**src/rtl/core/lpbp_pkg.sv**
```systemverilog
package lpbp_pkg;

  // Field widths
  localparam int MAX_VALUE_WIDTH  = 24;
  localparam int LENGTH_FIELD_MAX = 5;
  localparam int VALUE_W   = MAX_VALUE_WIDTH;
  localparam int BYTE_W    = 8;
  localparam int OP_W      = 2;
  localparam int KIND_W    = 2;
  localparam int CFG_W     = 5;
  localparam logic [CFG_W-1:0] CFG_RESET = CFG_W'(24);

  // Derived widths
  localparam int LEN_W     = $clog2(MAX_VALUE_WIDTH + 1);   // holds a value width
  localparam int LW_W      = $clog2(LENGTH_FIELD_MAX + 1);  // holds a field width
  localparam int CODE_W    = MAX_VALUE_WIDTH + LENGTH_FIELD_MAX;
  localparam int ACC_W     = BYTE_W - 1 + CODE_W;
  localparam int CNT_W     = $clog2(ACC_W + 1);
  localparam int COUNT_CAP = ACC_W - BYTE_W;
  localparam int MAX_RESULTS = 8;
  localparam int RES_W     = $clog2(MAX_RESULTS);
  localparam int QUEUE_DEPTH = 2;

  typedef enum logic [OP_W-1:0] {
    OP_PACK   = 2'd0,
    OP_FLUSH  = 2'd1,
    OP_UNPACK = 2'd2,
    OP_IGNORE = 2'd3
  } op_t;

  typedef enum logic [KIND_W-1:0] {
    KIND_BYTE  = 2'd0,
    KIND_VALUE = 2'd1,
    KIND_ERROR = 2'd2
  } kind_t;

  typedef enum logic [1:0] {
    CMD_PACK     = 2'd0,
    CMD_PACK_ERR = 2'd1,
    CMD_FLUSH    = 2'd2,
    CMD_UNPACK   = 2'd3
  } cmd_t;

  typedef enum logic [1:0] {
    BK_IDLE   = 2'd0,
    BK_PACK   = 2'd1,
    BK_UNPACK = 2'd2
  } bk_state_t;

  // Classified item as it sits in the queue
  typedef struct packed {
    cmd_t              cmd;
    logic [CODE_W-1:0] data;   // code, rejected value or stream byte
    logic [CNT_W-1:0]  clen;   // code length in bits
  } q_entry_t;

  // Clamp the register to the supported value widths
  function automatic logic [LEN_W-1:0] eff_width(input logic [CFG_W-1:0] cfg);
    logic [LEN_W-1:0] w;
    if (cfg == '0) begin
      w = LEN_W'(1);
    end else if (int'(cfg) > MAX_VALUE_WIDTH) begin
      w = LEN_W'(MAX_VALUE_WIDTH);
    end else begin
      w = LEN_W'(cfg);
    end
    return w;
  endfunction

  // Length field width: bits needed to hold the effective width
  function automatic logic [LW_W-1:0] field_width(input logic [LEN_W-1:0] w);
    int bl;
    bl = 0;
    for (int i = 0; i < LEN_W; i++) begin
      if (w[i]) bl = i + 1;
    end
    if (bl > LENGTH_FIELD_MAX) bl = LENGTH_FIELD_MAX;
    return LW_W'(bl);
  endfunction

  // Significant bits of a value
  function automatic logic [LEN_W-1:0] bit_len(input logic [VALUE_W-1:0] v);
    logic [LEN_W-1:0] r;
    r = '0;
    for (int i = 0; i < VALUE_W; i++) begin
      if (v[i]) r = LEN_W'(i + 1);
    end
    return r;
  endfunction

endpackage

```
**src/rtl/core/lpbp_in_if.sv**
```systemverilog
interface lpbp_in_if;
  logic                          valid;
  logic                          ready;
  logic [lpbp_pkg::OP_W-1:0]     operation;
  logic [lpbp_pkg::VALUE_W-1:0]  value_in;
  logic [lpbp_pkg::BYTE_W-1:0]   byte_in;

  modport source (output valid, operation, value_in, byte_in, input ready);
  modport sink   (input valid, operation, value_in, byte_in, output ready);
endinterface

```
**src/rtl/core/lpbp_out_if.sv**
```systemverilog
interface lpbp_out_if;
  logic                          valid;
  logic                          ready;
  logic [lpbp_pkg::KIND_W-1:0]   kind;
  logic [lpbp_pkg::BYTE_W-1:0]   byte_out;
  logic [lpbp_pkg::VALUE_W-1:0]  value_out;
  logic                          last;

  modport source (output valid, kind, byte_out, value_out, last, input ready);
  modport sink   (input valid, kind, byte_out, value_out, last, output ready);
endinterface

```
**src/rtl/core/lpbp_cfg_if.sv**
```systemverilog
interface lpbp_cfg_if;
  logic                         valid;
  logic                         ready;
  logic [lpbp_pkg::CFG_W-1:0]   max_value_bits;

  modport source (output valid, max_value_bits, input ready);
  modport sink   (input valid, max_value_bits, output ready);
endinterface

```
**src/rtl/core/lpbp_front.sv**
```systemverilog
module lpbp_front (
  lpbp_in_if.sink                    in_chan,
  input  logic [lpbp_pkg::CFG_W-1:0] cfg_max_bits,
  input  logic                       q_full,
  output logic                       q_push,
  output lpbp_pkg::q_entry_t         q_wdata
);

  logic [lpbp_pkg::LEN_W-1:0]  width;
  logic [lpbp_pkg::LW_W-1:0]   lw;
  logic [lpbp_pkg::LEN_W-1:0]  n;
  logic [lpbp_pkg::CODE_W-1:0] code;

  // Take a word whenever the queue has room; the ignored code is dropped here
  assign in_chan.ready = !q_full;
  assign q_push = in_chan.valid && !q_full &&
                  (lpbp_pkg::op_t'(in_chan.operation) != lpbp_pkg::OP_IGNORE);

  // Build the code: length field, then the value's significant bits
  always_comb begin
    width = lpbp_pkg::eff_width(cfg_max_bits);
    lw    = lpbp_pkg::field_width(width);
    n     = lpbp_pkg::bit_len(in_chan.value_in);
    code  = lpbp_pkg::CODE_W'(n) | (lpbp_pkg::CODE_W'(in_chan.value_in) << lw);
  end

  // Classify the word for the back end
  always_comb begin
    q_wdata.clen = lpbp_pkg::CNT_W'(lw) + lpbp_pkg::CNT_W'(n);
    q_wdata.data = code;
    unique case (lpbp_pkg::op_t'(in_chan.operation))
      lpbp_pkg::OP_PACK: begin
        if (n > width) begin
          q_wdata.cmd  = lpbp_pkg::CMD_PACK_ERR;
          q_wdata.data = lpbp_pkg::CODE_W'(in_chan.value_in);
        end else begin
          q_wdata.cmd  = lpbp_pkg::CMD_PACK;
        end
      end
      lpbp_pkg::OP_FLUSH: begin
        q_wdata.cmd = lpbp_pkg::CMD_FLUSH;
      end
      lpbp_pkg::OP_UNPACK: begin
        q_wdata.cmd  = lpbp_pkg::CMD_UNPACK;
        q_wdata.data = lpbp_pkg::CODE_W'(in_chan.byte_in);
      end
      default: begin
        q_wdata.cmd = lpbp_pkg::CMD_FLUSH;
      end
    endcase
  end

endmodule

```
**src/rtl/core/lpbp_queue.sv**
```systemverilog
module lpbp_queue #(
  parameter int DEPTH = lpbp_pkg::QUEUE_DEPTH
) (
  input  logic               clk,
  input  logic               rst_n,
  input  logic               push,
  input  lpbp_pkg::q_entry_t wdata,
  output logic               full,
  input  logic               pop,
  output logic               empty,
  output lpbp_pkg::q_entry_t rdata
);

  localparam int AW = (DEPTH > 1) ? $clog2(DEPTH) : 1;
  localparam int CW = $clog2(DEPTH + 1);

  lpbp_pkg::q_entry_t slot_r [DEPTH];
  logic [AW-1:0] wr_ptr_r, wr_ptr_nxt;
  logic [AW-1:0] rd_ptr_r, rd_ptr_nxt;
  logic [CW-1:0] cnt_r, cnt_nxt;
  logic          do_push, do_pop;

  assign full    = (cnt_r == CW'(DEPTH));
  assign empty   = (cnt_r == '0);
  assign rdata   = slot_r[rd_ptr_r];
  assign do_push = push && !full;
  assign do_pop  = pop && !empty;

  // Advance pointers with wrap at the depth
  always_comb begin
    wr_ptr_nxt = wr_ptr_r;
    rd_ptr_nxt = rd_ptr_r;
    cnt_nxt    = cnt_r;
    if (do_push) begin
      wr_ptr_nxt = (wr_ptr_r == AW'(DEPTH - 1)) ? '0 : wr_ptr_r + 1'b1;
    end
    if (do_pop) begin
      rd_ptr_nxt = (rd_ptr_r == AW'(DEPTH - 1)) ? '0 : rd_ptr_r + 1'b1;
    end
    if (do_push && !do_pop) begin
      cnt_nxt = cnt_r + 1'b1;
    end else if (do_pop && !do_push) begin
      cnt_nxt = cnt_r - 1'b1;
    end
  end

  always_ff @(posedge clk) begin
    if (!rst_n) begin
      wr_ptr_r <= '0;
      rd_ptr_r <= '0;
      cnt_r    <= '0;
    end else begin
      wr_ptr_r <= wr_ptr_nxt;
      rd_ptr_r <= rd_ptr_nxt;
      cnt_r    <= cnt_nxt;
    end
  end

  // Hold entries; no reset needed on payload
  always_ff @(posedge clk) begin
    if (do_push) begin
      slot_r[wr_ptr_r] <= wdata;
    end
  end

endmodule

```
**src/rtl/core/lpbp_back.sv**
```systemverilog
module lpbp_back (
  input  logic                       clk,
  input  logic                       rst_n,
  input  logic [lpbp_pkg::CFG_W-1:0] cfg_max_bits,
  input  logic                       q_empty,
  input  lpbp_pkg::q_entry_t         q_head,
  output logic                       q_pop,
  lpbp_out_if.source                 out_chan
);

  localparam int ACC_W = lpbp_pkg::ACC_W;
  localparam int CNT_W = lpbp_pkg::CNT_W;
  localparam int NF    = lpbp_pkg::LENGTH_FIELD_MAX;
  localparam int VW    = lpbp_pkg::VALUE_W;
  localparam int BW    = lpbp_pkg::BYTE_W;

  lpbp_pkg::bk_state_t state_r, state_nxt;

  // Packer and unpacker state
  logic [BW-2:0]                  pend_bits_r, pend_bits_nxt;
  logic [2:0]                     pend_cnt_r, pend_cnt_nxt;
  logic [ACC_W-1:0]               uacc_r, uacc_nxt;
  logic [CNT_W-1:0]               ucnt_r, ucnt_nxt;
  logic [lpbp_pkg::RES_W-1:0]     rcnt_r, rcnt_nxt;
  logic [ACC_W-1:0]               wacc_r, wacc_nxt;
  logic [CNT_W-1:0]               wtot_r, wtot_nxt;

  // Output register
  logic                           ov_r, ov_nxt;
  lpbp_pkg::kind_t                okind_r, okind_nxt;
  logic [BW-1:0]                  obyte_r, obyte_nxt;
  logic [VW-1:0]                  ovalue_r, ovalue_nxt;
  logic                           olast_r, olast_nxt;

  logic                           can_emit;
  logic [lpbp_pkg::LEN_W-1:0]     width;
  logic [lpbp_pkg::LW_W-1:0]      lw;
  logic [NF-1:0]                  lw_mask;

  // Load terms
  logic [ACC_W-1:0]               pack_acc;
  logic [CNT_W-1:0]               pack_tot;
  logic [CNT_W-1:0]               cnt0;
  logic [ACC_W-1:0]               acc0;

  // One decode step with a look at the next one
  logic [NF-1:0]                  n1, n2;
  logic                           err1, res1, res2, last1;
  logic [CNT_W-1:0]               use1, cnt1;
  logic [ACC_W-1:0]               acc1, field1;
  logic [VW-1:0]                  vmask, val1;

  assign can_emit = !ov_r || out_chan.ready;

  always_comb begin
    width = lpbp_pkg::eff_width(cfg_max_bits);
    lw    = lpbp_pkg::field_width(width);
    for (int i = 0; i < NF; i++) begin
      lw_mask[i] = (i < int'(lw));
    end
  end

  // Merge a new code or a new byte into the held bits
  always_comb begin
    pack_acc = ACC_W'(pend_bits_r) | (ACC_W'(q_head.data) << pend_cnt_r);
    pack_tot = CNT_W'(pend_cnt_r) + q_head.clen;
    cnt0 = (ucnt_r > CNT_W'(lpbp_pkg::COUNT_CAP)) ? CNT_W'(lpbp_pkg::COUNT_CAP) : ucnt_r;
    acc0 = (uacc_r & ((ACC_W'(1) << cnt0) - ACC_W'(1))) |
           (ACC_W'(q_head.data[BW-1:0]) << cnt0);
  end

  // Decode the code at the bottom of the accumulator
  always_comb begin
    n1    = uacc_r[NF-1:0] & lw_mask;
    err1  = CNT_W'(n1) > CNT_W'(width);
    res1  = (ucnt_r >= CNT_W'(lw)) &&
            (err1 || (ucnt_r >= CNT_W'(lw) + CNT_W'(n1)));
    use1  = err1 ? CNT_W'(lw) : CNT_W'(lw) + CNT_W'(n1);
    for (int i = 0; i < VW; i++) begin
      vmask[i] = (i < int'(n1));
    end
    field1 = uacc_r >> lw;
    val1  = err1 ? VW'(n1) : (field1[VW-1:0] & vmask);
    acc1  = uacc_r >> use1;
    cnt1  = ucnt_r - use1;
    n2    = acc1[NF-1:0] & lw_mask;
    res2  = (cnt1 >= CNT_W'(lw)) &&
            ((CNT_W'(n2) > CNT_W'(width)) || (cnt1 >= CNT_W'(lw) + CNT_W'(n2)));
    last1 = !res2 || (rcnt_r == lpbp_pkg::RES_W'(lpbp_pkg::MAX_RESULTS - 1));
  end

  // Sequencer: take queue entries and emit one result per cycle while the output is not stalled
  always_comb begin
    state_nxt     = state_r;
    pend_bits_nxt = pend_bits_r;
    pend_cnt_nxt  = pend_cnt_r;
    uacc_nxt      = uacc_r;
    ucnt_nxt      = ucnt_r;
    rcnt_nxt      = rcnt_r;
    wacc_nxt      = wacc_r;
    wtot_nxt      = wtot_r;
    q_pop         = 1'b0;
    ov_nxt        = out_chan.ready ? 1'b0 : ov_r;
    okind_nxt     = okind_r;
    obyte_nxt     = obyte_r;
    ovalue_nxt    = ovalue_r;
    olast_nxt     = olast_r;

    unique case (state_r)
      lpbp_pkg::BK_IDLE: begin
        if (!q_empty) begin
          unique case (q_head.cmd)
            lpbp_pkg::CMD_PACK: begin
              q_pop = 1'b1;
              if (pack_tot >= CNT_W'(BW)) begin
                wacc_nxt  = pack_acc;
                wtot_nxt  = pack_tot;
                state_nxt = lpbp_pkg::BK_PACK;
              end else begin
                pend_bits_nxt = pack_acc[BW-2:0];
                pend_cnt_nxt  = pack_tot[2:0];
              end
            end
            lpbp_pkg::CMD_PACK_ERR: begin
              if (can_emit) begin
                q_pop      = 1'b1;
                ov_nxt     = 1'b1;
                okind_nxt  = lpbp_pkg::KIND_ERROR;
                obyte_nxt  = '0;
                ovalue_nxt = q_head.data[VW-1:0];
                olast_nxt  = 1'b1;
              end
            end
            lpbp_pkg::CMD_FLUSH: begin
              if (pend_cnt_r == '0) begin
                q_pop         = 1'b1;
                pend_bits_nxt = '0;
              end else if (can_emit) begin
                q_pop         = 1'b1;
                ov_nxt        = 1'b1;
                okind_nxt     = lpbp_pkg::KIND_BYTE;
                obyte_nxt     = BW'(pend_bits_r);
                ovalue_nxt    = '0;
                olast_nxt     = 1'b1;
                pend_bits_nxt = '0;
                pend_cnt_nxt  = '0;
              end
            end
            lpbp_pkg::CMD_UNPACK: begin
              q_pop     = 1'b1;
              uacc_nxt  = acc0;
              ucnt_nxt  = cnt0 + CNT_W'(BW);
              rcnt_nxt  = '0;
              state_nxt = lpbp_pkg::BK_UNPACK;
            end
            default: begin
              q_pop = 1'b1;
            end
          endcase
        end
      end

      // Emit completed bytes, keep the remainder as pending bits
      lpbp_pkg::BK_PACK: begin
        if (can_emit) begin
          ov_nxt     = 1'b1;
          okind_nxt  = lpbp_pkg::KIND_BYTE;
          obyte_nxt  = wacc_r[BW-1:0];
          ovalue_nxt = '0;
          olast_nxt  = (wtot_r < CNT_W'(2 * BW));
          wacc_nxt   = wacc_r >> BW;
          wtot_nxt   = wtot_r - CNT_W'(BW);
          if (wtot_r < CNT_W'(2 * BW)) begin
            pend_bits_nxt = wacc_r[2*BW-2:BW];
            pend_cnt_nxt  = wtot_nxt[2:0];
            state_nxt     = lpbp_pkg::BK_IDLE;
          end
        end
      end

      // Emit decoded values and bad lengths until the bits run short or the result limit is hit
      lpbp_pkg::BK_UNPACK: begin
        if (!res1) begin
          state_nxt = lpbp_pkg::BK_IDLE;
        end else if (can_emit) begin
          ov_nxt     = 1'b1;
          okind_nxt  = err1 ? lpbp_pkg::KIND_ERROR : lpbp_pkg::KIND_VALUE;
          obyte_nxt  = '0;
          ovalue_nxt = val1;
          olast_nxt  = last1;
          uacc_nxt   = acc1;
          ucnt_nxt   = cnt1;
          rcnt_nxt   = rcnt_r + 1'b1;
          if (last1) begin
            state_nxt = lpbp_pkg::BK_IDLE;
          end
        end
      end

      default: begin
        state_nxt = lpbp_pkg::BK_IDLE;
      end
    endcase
  end

  always_ff @(posedge clk) begin
    if (!rst_n) begin
      state_r     <= lpbp_pkg::BK_IDLE;
      pend_bits_r <= '0;
      pend_cnt_r  <= '0;
      uacc_r      <= '0;
      ucnt_r      <= '0;
      rcnt_r      <= '0;
      ov_r        <= 1'b0;
    end else begin
      state_r     <= state_nxt;
      pend_bits_r <= pend_bits_nxt;
      pend_cnt_r  <= pend_cnt_nxt;
      uacc_r      <= uacc_nxt;
      ucnt_r      <= ucnt_nxt;
      rcnt_r      <= rcnt_nxt;
      ov_r        <= ov_nxt;
    end
  end

  // Working and output payload
  always_ff @(posedge clk) begin
    wacc_r   <= wacc_nxt;
    wtot_r   <= wtot_nxt;
    okind_r  <= okind_nxt;
    obyte_r  <= obyte_nxt;
    ovalue_r <= ovalue_nxt;
    olast_r  <= olast_nxt;
  end

  assign out_chan.valid     = ov_r;
  assign out_chan.kind      = okind_r;
  assign out_chan.byte_out  = obyte_r;
  assign out_chan.value_out = ovalue_r;
  assign out_chan.last      = olast_r;

endmodule

```
**src/rtl/core/length_prefixed_bit_packer_top.sv**
```systemverilog
// Flow: the front end classifies an accepted word into the queue; the back-end sequencer
//   emits a flush or rejected value from idle, a pack or unpack from its own state.
// Throughput: a pack yields up to 4 completed bytes, an unpack up to 8 results; the
//   back-end sequencer emits one result a cycle while the output is not stalled and
//   takes no new entry until done with the last; a 2-entry queue absorbs bursts.
// Reset (rst_n low, synchronous) clears packer, unpacker, queue, output; max_value_bits = 24.
module length_prefixed_bit_packer_top #(
  parameter int QUEUE_DEPTH = lpbp_pkg::QUEUE_DEPTH
) (
  input  logic        clk,
  input  logic        rst_n,
  lpbp_in_if.sink     in_chan,
  lpbp_out_if.source  out_chan,
  lpbp_cfg_if.sink    cfg_chan
);

  logic [lpbp_pkg::CFG_W-1:0] cfg_max_bits_r;
  logic                       q_push, q_full, q_pop, q_empty;
  lpbp_pkg::q_entry_t         q_wdata, q_head;

  // Configuration register, always ready
  assign cfg_chan.ready = 1'b1;

  always_ff @(posedge clk) begin
    if (!rst_n) begin
      cfg_max_bits_r <= lpbp_pkg::CFG_RESET;
    end else if (cfg_chan.valid) begin
      cfg_max_bits_r <= cfg_chan.max_value_bits;
    end
  end

  lpbp_front u_front (
    .in_chan      (in_chan),
    .cfg_max_bits (cfg_max_bits_r),
    .q_full       (q_full),
    .q_push       (q_push),
    .q_wdata      (q_wdata)
  );

  lpbp_queue #(
    .DEPTH (QUEUE_DEPTH)
  ) u_queue (
    .clk   (clk),
    .rst_n (rst_n),
    .push  (q_push),
    .wdata (q_wdata),
    .full  (q_full),
    .pop   (q_pop),
    .empty (q_empty),
    .rdata (q_head)
  );

  lpbp_back u_back (
    .clk          (clk),
    .rst_n        (rst_n),
    .cfg_max_bits (cfg_max_bits_r),
    .q_empty      (q_empty),
    .q_head       (q_head),
    .q_pop        (q_pop),
    .out_chan     (out_chan)
  );

endmodule

```
**src/flat_wrapper.sv**
```systemverilog
// flat-port wrapper written by rule: the top's interface ports become plain ports
module length_prefixed_bit_packer_top_flat 
#(
  parameter int QUEUE_DEPTH = lpbp_pkg::QUEUE_DEPTH
)
  (clk, rst_n, in_chan_valid, in_chan_operation, in_chan_value_in, in_chan_byte_in, in_chan_ready, out_chan_valid, out_chan_kind, out_chan_byte_out, out_chan_value_out, out_chan_last, out_chan_ready, cfg_chan_valid, cfg_chan_max_value_bits, cfg_chan_ready);
  lpbp_in_if in_chan_i ();
  lpbp_out_if out_chan_i ();
  lpbp_cfg_if cfg_chan_i ();
  input  logic clk;
  input  logic rst_n;
  input wire logic [$bits(in_chan_i.valid)-1:0] in_chan_valid;
  input wire logic [$bits(in_chan_i.operation)-1:0] in_chan_operation;
  input wire logic [$bits(in_chan_i.value_in)-1:0] in_chan_value_in;
  input wire logic [$bits(in_chan_i.byte_in)-1:0] in_chan_byte_in;
  output wire logic [$bits(in_chan_i.ready)-1:0] in_chan_ready;
  output wire logic [$bits(out_chan_i.valid)-1:0] out_chan_valid;
  output wire logic [$bits(out_chan_i.kind)-1:0] out_chan_kind;
  output wire logic [$bits(out_chan_i.byte_out)-1:0] out_chan_byte_out;
  output wire logic [$bits(out_chan_i.value_out)-1:0] out_chan_value_out;
  output wire logic [$bits(out_chan_i.last)-1:0] out_chan_last;
  input wire logic [$bits(out_chan_i.ready)-1:0] out_chan_ready;
  input wire logic [$bits(cfg_chan_i.valid)-1:0] cfg_chan_valid;
  input wire logic [$bits(cfg_chan_i.max_value_bits)-1:0] cfg_chan_max_value_bits;
  output wire logic [$bits(cfg_chan_i.ready)-1:0] cfg_chan_ready;
  assign in_chan_i.valid = in_chan_valid;
  assign in_chan_i.operation = in_chan_operation;
  assign in_chan_i.value_in = in_chan_value_in;
  assign in_chan_i.byte_in = in_chan_byte_in;
  assign in_chan_ready = in_chan_i.ready;
  assign out_chan_valid = out_chan_i.valid;
  assign out_chan_kind = out_chan_i.kind;
  assign out_chan_byte_out = out_chan_i.byte_out;
  assign out_chan_value_out = out_chan_i.value_out;
  assign out_chan_last = out_chan_i.last;
  assign out_chan_i.ready = out_chan_ready;
  assign cfg_chan_i.valid = cfg_chan_valid;
  assign cfg_chan_i.max_value_bits = cfg_chan_max_value_bits;
  assign cfg_chan_ready = cfg_chan_i.ready;
  length_prefixed_bit_packer_top #(.QUEUE_DEPTH(QUEUE_DEPTH)) u_core (.clk(clk), .rst_n(rst_n), .in_chan(in_chan_i), .out_chan(out_chan_i), .cfg_chan(cfg_chan_i));
endmodule
```
**config.mk**
```make
export PLATFORM = sky130hd
export DESIGN_NAME = length_prefixed_bit_packer_top_flat
export DESIGN_NICKNAME = d
export VERILOG_FILES = /design/src/rtl/core/lpbp_pkg.sv /design/src/rtl/core/lpbp_in_if.sv /design/src/rtl/core/lpbp_out_if.sv /design/src/rtl/core/lpbp_cfg_if.sv /design/src/rtl/core/lpbp_front.sv /design/src/rtl/core/lpbp_queue.sv /design/src/rtl/core/lpbp_back.sv /design/src/rtl/core/length_prefixed_bit_packer_top.sv /design/src/flat_wrapper.sv
export SDC_FILE = /design/constraint.sdc
export NUM_CORES = 1
export LEC_CHECK = 0
export BUFFER_PORTS_ARGS = -buffer_cell sky130_fd_sc_hd__buf_2
export CORE_ASPECT_RATIO = 1.1
export CORE_UTILIZATION = 40
export DETAILED_ROUTE_END_ITERATION = 16
export PLACE_DENSITY_LB_ADDON = 0.25
export REMOVE_ABC_BUFFERS = 1
export SLEW_MARGIN = 0
export SYNTH_ARGS = -nofsm -noshare
export SYNTH_HDL_FRONTEND = slang
export SYNTH_SLANG_ARGS = --single-unit
```
**constraint.sdc**
```tcl
create_clock -name clk -period 8.3 [get_ports clk]
set_input_delay 1.245 -clock clk [delete_from_list [all_inputs] [get_ports clk]]
set_output_delay 1.245 -clock clk [all_outputs]
set_load 0.02 [all_outputs]
```
; Word-level counts from Yosys, hierarchy flattened
; Memories as Yosys holds them, arrays and structs flattened. A register that Yosys moved wholly into a read port is not among the register bits.
; Index checks and enable logic that the tools add are counted.
[classes]
n_addsub = 13
n_mul = 0
n_div = 0
n_lt_le_gt_ge = 41
n_eq_ne = 28
shift = 6
n_mux = 142
n_bitwise = 7
reduce_logical = 37
[op_table]
columns = operator, n
row1 = two-way mux 36 bit, 8
row2 = two-way mux 24 bit, 7
row3 = one-hot mux 36 bit (2 select lines), 2
row4 = two-way mux 32 bit, 4
row5 = two-way mux 5 bit, 25
row6 = one-hot mux 24 bit (3 select lines), 1
row7 = two-way mux 6 bit, 10
row8 = one-hot mux 29 bit (2 select lines), 1
row9 = two-way mux 8 bit, 6
row10 = one-hot mux 24 bit (2 select lines), 1
row11 = two-way mux 7 bit, 6
row12 = less-than comparator 4 x 5 -> 1 bit (first input constant), 8
row13 = less-than comparator 5 bit (first input constant), 8
row14 = AND 36 bit, 1
row15 = bitwise OR 36 bit, 1
row16 = bitwise OR 7 x 36 -> 36 bit, 1
row17 = left shift 1 x 6 -> 36 bit (first input constant), 1
row18 = left shift 29 x 3 -> 36 bit, 1
row19 = left shift 8 x 6 -> 36 bit, 1
row20 = >> shifter 36 x 3 -> 24 bit, 1
row21 = >> shifter 36 x 6 -> 36 bit, 1
row22 = subtractor 36 x 1 -> 36 bit (second input constant), 1
row23 = AND reduction 7 bit, 5
row24 = two-way mux 3 bit, 11
row25 = other kinds (58), 162
[totals]
reg_bits = 144
latchBits = 0
mem_bits_rw = 74
romBits = 0
inputBits = 44
output_inout_bits = 38
wordCells = 292
n_memories = 1
[memory_table]
columns = name, words, width, rd, rd_clocked_by_memory_dff, write_ports, line
row1 = u_core.u_queue.slot_r, 2, 37, 1, 1, 1, lpbp_queue.sv:17  ; lpbp_pkg::q_entry_t slot_r [DEPTH];

; Longest topological paths before layout
; Gate-level depths: netlist of the first run.
[logic_depth]
word_depth = 27
ltp_mapped = 38
mapped_depth_nobuf = 33

; By module
; From an unflattened synthesis of the first run, not the netlist that was laid out.
[hier_totals]
hier_cells = 2146
area_unflattened_um2 = 18326.3
[modules_own_cells]
columns = module, instances, cells_per_inst, area_each_um2, seq_area_each_um2
row1 = lpbp_back, 1, 1696, 13404.1, 3473.3
row2 = lpbp_queue, 1, 140, 2900.3, 2322.2
row3 = lpbp_front, 1, 292, 1823.0, 0.0
row4 = length_prefixed_bit_packer_top, 1, 18, 198.9, 100.1

; Least setup slack after synthesis of the first run
; OpenSTA, ideal clock, no wires.
[synth_path]
path_kind = reg2reg
from = reg u_core.cfg_max_bits_r[3] (netlist name)
to = reg u_core.u_back.state_r[0]
setup_time_ns = 0.128
arrival_ns = 6.389
t_required_ns = 8.172
setup_slack_ns = 1.783
path_stages_with_launch = 37
n_path_buf = 4
synth_period_minus_slack_ns = 6.517
path_cell_list = dfxtp_1 > buf_6 > inv_2 > nand2_2 > inv_1 > clkbuf_1 > nand2_1 > nand2_1 > inv_1 > ha_1 > nand2_1 > nor3_1 > a21boi_2 > o21ai_4 > a21o_1 > buf_6 > buf_6 > mux2i_1 > mux2i_1 > mux2_2 > a32o_1 > nor3_2 > inv_1 > ha_1 > fa_1 > inv_1 > ha_1 > a21o_1 > a21o_1 > a21oi_1 > nor2b_1 > o21ai_0 > a31oi_1 > o31a_1 > o211ai_1 > o211ai_1 > mux2i_1
[synth_via]
elab_chain_cells = 24
elab_cells_between_ends = 40
classes_between = 3 x add/sub / 13 x order compare / 2 x eq/ne / 1 x shift / 11 x mux / 2 x bitwise / 8 x reduce/logical
[synth_lines]
columns = element, line
row1 = from (decl), length_prefixed_bit_packer_top.sv:17  ; logic [lpbp_pkg::CFG_W-1:0] cfg_max_bits_r;
row2 = from (signal assigned), length_prefixed_bit_packer_top.sv:26  ; cfg_max_bits_r <= lpbp_pkg::CFG_RESET;
row3 = from (signal assigned), length_prefixed_bit_packer_top.sv:28  ; cfg_max_bits_r <= cfg_chan.max_value_bits;
row4 = greater-than comparator 5 bit, lpbp_pkg.sv:62  ; end else if (int'(cfg) > MAX_VALUE_WIDTH) begin
row5 = two-way mux 5 bit, lpbp_pkg.sv:62
row6 = two-way mux 5 bit (*), lpbp_pkg.sv:60  ; if (cfg == '0) begin
row7 = two-way mux 1 bit, lpbp_pkg.sv:75  ; if (w[i]) bl = i + 1;
row8 = two-way mux 32 bit (4 in series), lpbp_pkg.sv:75
row9 = greater-than comparator 32 x 4 -> 1 bit, lpbp_pkg.sv:77  ; if (bl > LENGTH_FIELD_MAX) bl = LENGTH_FIELD_MAX;
row10 = two-way mux 3 bit, lpbp_pkg.sv:77
row11 = less-than comparator 1 x 3 -> 1 bit (tied with other cells), lpbp_back.sv:59  ; lw_mask[i] = (i < int'(lw));
row12 = [5 not listed], n/a
row13 = adder 3 x 5 -> 6 bit, lpbp_back.sv:88  ; ((CNT_W'(n2) > CNT_W'(width)) || (cnt1 >= CNT_W'(lw) + CNT_W'(n2)));
row14 = >= comparator 6 bit, lpbp_back.sv:88
row15 = logical OR 1 bit, lpbp_back.sv:88
row16 = logical AND 1 bit, lpbp_back.sv:87  ; res2 = (cnt1 >= CNT_W'(lw)) &&
row17 = zero test 1 bit, lpbp_back.sv:89  ; last1 = !res2 || (rcnt_r == lpbp_pkg::RES_W'(lpbp_pkg::MAX_RESULTS - 1));
row18 = logical OR 1 bit, lpbp_back.sv:89
row19 = != test 3 bit (no source line), n/a
row20 = AND reduction 7 bit (no source line), n/a
row21 = to (signal assigned), lpbp_back.sv:208  ; state_r <= lpbp_pkg::BK_IDLE;
row22 = to (signal assigned), lpbp_back.sv:216  ; state_r <= state_nxt;
row23 = to (decl), lpbp_back.sv:17  ; lpbp_pkg::bk_state_t state_r, state_nxt;
; Mark *: on every way between the ends. The rest lies on a longest branch, timed or not.
; A chain may end at the register's enable or synchronous reset.

; Worst setup path in the final report of the first run
[layout_path]
from = reg u_core.cfg_max_bits_r[2] (netlist name)
to = reg u_core.u_back.state_r[1]
; The elaborated chain is that of the path after synthesis.

==> results of run 1 <==
[worst min-delay path by stage]
stage                                           end  slack [ns]
6_report       u_core.u_back.rcnt_r[2]$_SDFFE_PN0P_        0.46
5_1_grt        u_core.u_back.rcnt_r[2]$_SDFFE_PN0P_        0.48
4_1_cts        u_core.u_back.rcnt_r[2]$_SDFFE_PN0P_        0.46
3_5_place_dp   u_core.u_back.rcnt_r[2]$_SDFFE_PN0P_        0.45
3_3_place_gp   u_core.u_back.rcnt_r[1]$_SDFFE_PN0P_        0.44
2_1_floorplan  u_core.u_back.rcnt_r[1]$_SDFFE_PN0P_        0.44
[metal layers]
layer	routed length (um)	vias up	track usage (%)
li1	-	8246	-
met1	30400	8816	42.4
met2	31800	999	47.7
met3	6390	177	4.84
met4	3670	0	13.8
met5	0	-	0
[flip-flops by register name, summed over array words and instances (netlist names), 5 cells and up, named ones only]
name / count
u_core.cfg_max_bits_r: 5
u_core.u_back.out_chan.byte_out: 8
u_core.u_back.out_chan.value_out: 24
u_core.u_back.pend_bits_r: 7
u_core.u_back.uacc_r: 36
u_core.u_back.ucnt_r: 6
u_core.u_back.wacc_r: 36
u_core.u_back.wtot_r: 6
u_core.u_queue.slot_r: 74
[worst reg2reg max path: cells and delay by family, from the launching register on]
family                     cells  cell delay (ns)
and+or+nand+nor                4             0.63
AOI/OAI and AO/OA             14             3.02
DFF                            1             0.63
buffers and inverters          4             0.51
adders and majority gates      4             1.28
muxes                          4             1.13
[kinds of logic (layout without fill, tap and decap cells)]
family | count (synthesis) | in the layout
AND/OR/NAND/NOR | 773 | 773
AO/OA/AOI/OAI | 736 | 736
buffers and inverters | 236 | 252
flip-flops | 219 | 219
multiplexers | 185 | 185
adder cells (fa/ha/maj) | 65 | 65
XOR/XNOR | 22 | 22
other | 1 | 3
[layout make-up]
class	count	area share, %
Antenna cell	2	0.0254
Clock buffer	27	3.21
Tap cell	581	3.69
Sequential cell	219	29.9
Inverter	62	1.18
Multi-Input combinational cell	1782	56.4
Clock inverter	18	1.02
Timing Repair Buffer	145	4.51
[through the flow]
step                      utilization (%)  setup slack (ns)  instances  hold WS [ns]
final                                44.4             0.963       2836         0.457
after global routing                 44.4             0.347       2834         0.481
after CTS                            44.4              1.06       2834         0.460
after detailed placement             42.5              1.09       2789         0.453
after global placement               42.5              1.26       2789         0.442
after floorplan                         -             -1.03       2063         0.436
[Yosys cell counts, types with 14 or more instances]
cell type,number
o31ai_1,15
nor2_1,207
a31oi_1,48
mux2i_1,148
a21oi_1,180
ha_1,60
o22ai_1,27
nand2b_1,22
dfxtp_1,68
clkbuf_1,121
nand2_1,354
nor3_1,53
o21ai_0,199
xnor2_1,14
buf_1,21
a22oi_1,39
nand3_1,52
o221ai_1,17
o211ai_1,20
a21o_1,24
a211oi_1,35
buf_2,24
nor2b_1,24
mux2_2,32
edfxtp_1,151
inv_1,51
[where the power goes]
group	total (mW)	leakage, nW	internal [mW]	switching, mW
clock	1.16	0.408	0.655	0.509
sequential	1.88	1.96	1.60	0.282
combinational	4.90	5.17	1.61	3.29
==> metrics.md, run 1 <==
| Metric | Value |
|---|---|
| CTS tree | done |
| Critical path data arrival time | 7.77 ns |
| Tcrit/Tclk final | 88.4% |
| Grt ovf | 0 |
| Detailed placement HPWL | 53.3 mm |
| Max frequency | 136 MHz |
| First-pass GRT wire length | 108 mm |
| Worst R2R Path Depth | 30 |
| Post-synthesis xor/xnor area fraction | 1.07% |
| Commonest non-fill, non-tap cell in the layout | nand2_1 |
| Io pins | 82 |
| Synth Instances | 2237 |
| Max FO, Critical Path | 14 |
| Via Count | around 18000 |
| Cell area after synthesis | 17900 um2 |
| Setup TNS | 0 ns |
| Initial DRC Count | 2209 |
| Total CTS buffers | 25 |
| CTS hold repair buffers | 0 |
| Clock Sinks | 219 |
| Min Tclk post-route | 7.34 ns |
| Max_cap viols | 0 |
| Initial antenna violation count | 1 |
| Share of cells above drive strength 1 | 11.9% |
| Final setup vio count | 0 |
| Via density | 6.43 |
| R2r setup slk | 0.96 ns |
| Full die area | 45700 um2 |
| Hold_sp | u_core.u_back.rcnt_r[2]$_SDFFE_PN0P_ |
| Post-synth EDFFs | ~150 |
| Multi-input combinational cell area | 11100 um2 |
| RSZ-0062 raised after global routing | no |
| Slew Limit Fails | 0 |
| GRT Total Usage | ~31% |
| Crit Reg-Reg Startpoint | u_core.cfg_max_bits_r[2]$_SDFFE_PN0P_ |
| Starting utilization of the core area | roughly two fifths |
| Area leader, netlist | edfxtp_1 |
| Wire per inst | 25.5 um |
| End of the critical path | u_core.u_back.state_r[1]$_SDFFE_PN0P_ |
| Rows | 81 |
| HP Class | reg -> reg |
| Final nets | between 2000 and 2500 |
| CP Capture Type | flop |
| Crit path from | u_core.cfg_max_bits_r[2]$_SDFFE_PN0P_ |
| Worst skew pair latency | 0.57 ns |
| Area grow syn2layout | 9.82% |
| Final total power | 7.94 mW |
| Register area share after synthesis | 32.9% |
| Clock Skew | 0.0238 ns |
| Longest Clk Path Bufs | 3 |
| Sequential cell area | 5900 um2 |
| Yosys warning count | 0 |
| Mean Syn Cell Area | 8.02 um2 |
| IO buf count | 80 |
| Fill cells | 4418 |
| Total iterations of the first detailed-routing run | 6 |
| Core area | 44400 um2 |
| Pleak | 7.54 nW |
| Logic depth of the worst path, buffers included | 30 |
| Clock Tree Root | clkbuf_16 |
| Hold Path Depth | 2 |
| Maximum vdd drop | a little over 0.2 mV |
| Clock-pin slew on the worst setup and hold paths | ~0.060 ns |
| Slowest cell on crit path | dfxtp_1 |
| Gpl congestion | roughly 1.0 |
| Simple-gate share of the synthesized area | 18.6% |
| Post-cts resize count | 0 |
| Design area | slightly below 20000 um2 |
| Synth top area share | 25.3% |
| Vias in the first global route | 16900 |
| Compound-Gate Fraction of Synth Area | 26.4% |
| Power Density | 403 nW/um2 |
| Post-synth cell types | 95 |
| Final wirelength | 72.3 mm |
| Antenna viol nets, final | 0 |
| Kind of critical path | reg -> reg |
| Adder-cell share of the synthesized area | between 4 and 5% |
| Slew @ Worst Pin | around 1.2 ns |
| Final Hold Fails | 0 |
| Buf/Inv on CP | 4 |
| Post-CTS setup buffer count | 0 |
| Status | completed |
| Chip Height | 224 um |
| Largest net degree at the start of global routing | 91 |
| Chip width | 204 um |
| H-tree lvl count | 1 |
| Reg-to-reg endpoint | u_core.u_back.state_r[1]$_SDFFE_PN0P_ |
| CP delay by family, top | compound AO/OA/AOI/OAI gates |
| Register bit count reported by yosys | between 200 and 250 |
| CP max stage delay | ~0.63 ns |
| Startpoint types | flop |
| Placed cell area | 18900 um2 |
| Ys async rst share | 0% |
| Synth Flop Type | edfxtp_1 |
| Top post-synthesis cells by area | edfxtp_1 25%, mux2i_1 8.3%, dfxtp_1 7.6% |
| Multiplexer share of the synthesized area | 10.9% |
| DRC | 0 |
| Req. time, crit path | roughly 8.7 ns |
| Max-slew headroom | 20.6% |
| Largest family of logic cells by synthesized area | compound AO/OA/AOI/OAI gates |
| Most frequent cells in the layout | 354 x nand2_1, 205 x nor2_1, 199 x o21ai_0 |
Power figures use the tool's default switching activity.
==> run 2, diff against run 1 <==
Settings changed: CORE_MARGIN set to 3.
==> metrics.md, run 2 (same netlist as run 1, synthesis figures left out) <==
| Metric | Value |
|---|---|
| Clock Sinks | 219 |
| Vias in the first global route | 17000 |
| Top reg by flops | u_core.u_queue.slot_r |
| Total CTS buffers | 25 |
| Rows | 80 |
| Commonest non-fill, non-tap cell in the layout | nand2_1 |
| Most frequent cells in the layout | 354 x nand2_1, 205 x nor2_1, 199 x o21ai_0 |
| Clock-pin slew on the worst setup and hold paths | around 0.060 ns |
| Final wirelength | 73.6 mm |
| Max reg flops | 74 |
| CTS hold repair buffers | 0 |
| CP Capture Type | flop |
| Placed cell area | 18800 um2 |
| Detailed placement HPWL | between 50 and 60 mm |
| Maximum vdd drop | just under 0.2 mV |
| Tcrit/Tclk final | 88.1% |
| Pleak | 7.50 nW |
| Startpoint types | flop |
| Multi-input combinational cell area | 11100 um2 |
| Final setup vio count | 0 |
| Wire per inst | 26.0 um |
| Area grow syn2layout | 9.33% |
| Worst R2R Path Depth | 32 |
| Sequential cell area | 5900 um2 |
| Full die area | 47400 um2 |
| Max frequency | 137 MHz |
| H-tree lvl count | 1 |
| Max_cap viols | 0 |
| Gpl congestion | just over 1 |
| Fill cells | 4399 |
| Io pins | 82 |
| Setup TNS | 0 ns |
| DRC | 0 |
| Max-slew headroom | ~23% |
| Final nets | ~2300 |
| CP max stage delay | 0.58 ns |
| Kind of critical path | reg -> reg |
| Slew Limit Fails | 0 |
| CTS tree | done |
| Hold Path Depth | 2 |
| Clock Skew | 0.0209 ns |
| Buf/Inv on CP | 5 |
| Max FO, Critical Path | 14 |
| Initial DRC Count | roughly 2200 |
| Antenna cells | 0 |
| Share of cells above drive strength 1 | 12.0% |
| Longest Clk Path Bufs | 3 |
| Critical path data arrival time | 7.73 ns |
| Largest net degree at the start of global routing | between 90 and 100 |
| Logic depth of the worst path, buffers included | 32 |
| Post-cts resize count | 0 |
| HP Class | reg -> reg |
| Design area | ~20000 um2 |
| Final total power | 7.86 mW |
| Total iterations of the first detailed-routing run | 6 |
| Antenna viol nets, final | 0 |
| RSZ-0062 raised after global routing | no |
| Top Registers | u_core.u_queue.slot_r (74), u_core.u_back.uacc_r (36), u_core.u_back.wacc_r (36) |
| Initial antenna violation count | 1 |
| First-pass GRT wire length | roughly 110 mm |
| Chip Height | 228 um |
| Chip width | 208 um |
| Slew @ Worst Pin | 1.16 ns |
| Grt ovf | 0 |
| IO buf count | 80 |
| Req. time, crit path | 8.72 ns |
| Worst skew pair latency | 0.56 ns |
| Slowest cell on crit path | a21o_1 |
| Final Hold Fails | 0 |
| GRT Total Usage | 29.6% |
| Clock Tree Root | clkbuf_16 |
| Post-CTS setup buffer count | 0 |
| Status | completed |
| Core area | 43800 um2 |
| CP delay by family, top | compound AO/OA/AOI/OAI gates |
| Power Density | 401 nW/um2 |
| Via density | about 6.4 |
| Most frequent CP cell | nand2_1 |
| Via Count | between 15000 and 20000 |
| Min Tclk post-route | approximately 7.3 ns |
| Starting utilization of the core area | 40.9% |
run 2: changes by cell type in the layout (fill, tap and decap cells not counted):
cell        change
diode_2         -2
clkinv_1        -4
bufinv_16       -2
inv_6           -1
clkinvlp_4      +4
clkinv_2        +6
clkinv_4        -3
inv_16          -1
clkbuf_8        +1
clkbuf_1        +1
buf_4           -3
run 2: metal layers:
metal / wire, um / part of all wire [%] / track usage [%] / vias to the layer above
met5: 13 / 0.018 / 0 / -
met4: 3810 / 5.2 / 12.8 / 2
met3: 6520 / 8.9 / 4.49 / 176
met2: 32700 / 44 / 46.5 / 1012
met1: 30500 / 41 / 40.7 / 8627
li1: - / - / - / 8237
run 2: per-stage QoR:
| stage | hold WS (ns) | std cells | utilization (%) | setup slack, ns |
|---|---|---|---|---|
| after floorplan | 0.436 | 2063 | - | -1.03 |
| after global placement | 0.442 | 2779 | 42.9 | 1.16 |
| after detailed placement | 0.456 | 2779 | 42.9 | 1.05 |
| after CTS | 0.464 | 2825 | 44.7 | 1.03 |
| after global routing | 0.492 | 2825 | 44.7 | 0.399 |
| final | 0.459 | 2825 | 44.7 | 0.984 |
run 2: path summary, 6_finish.rpt:
path | startpoint | end | slack, ns
min | u_core.u_back.rcnt_r[2]$_SDFFE_PN0P_ | u_core.u_back.rcnt_r[2]$_SDFFE_PN0P_ | 0.46
max reg2reg | u_core.cfg_max_bits_r[2]$_SDFFE_PN0P_ | u_core.u_back.state_r[0]$_SDFFE_PN0P_ | 0.98
max | u_core.cfg_max_bits_r[2]$_SDFFE_PN0P_ | u_core.u_back.state_r[0]$_SDFFE_PN0P_ | 0.98
min reg2reg | u_core.u_back.rcnt_r[2]$_SDFFE_PN0P_ | u_core.u_back.rcnt_r[2]$_SDFFE_PN0P_ | 0.46
run 2: area by class of cell:
type | instances | area share [%]
Clock buffer | 29 | 3.32
Clock inverter | 17 | 0.670
Inverter | 62 | 1.19
Multi-Input combinational cell | 1782 | 56.7
Sequential cell | 219 | 30.1
Tap cell | 574 | 3.66
Timing Repair Buffer | 142 | 4.42
run 2: worst min-delay path: stages, from the launching register on:
cell     delay, ns
dfxtp_1       0.31
nand2_1       0.05
a21oi_1       0.05
run 2: where the power goes:
group | internal [mW] | total, mW | switching (mW)
Combinational | 1.59 | 4.88 | 3.29
Sequential | 1.60 | 1.89 | 0.294
Clock | 0.598 | 1.08 | 0.483
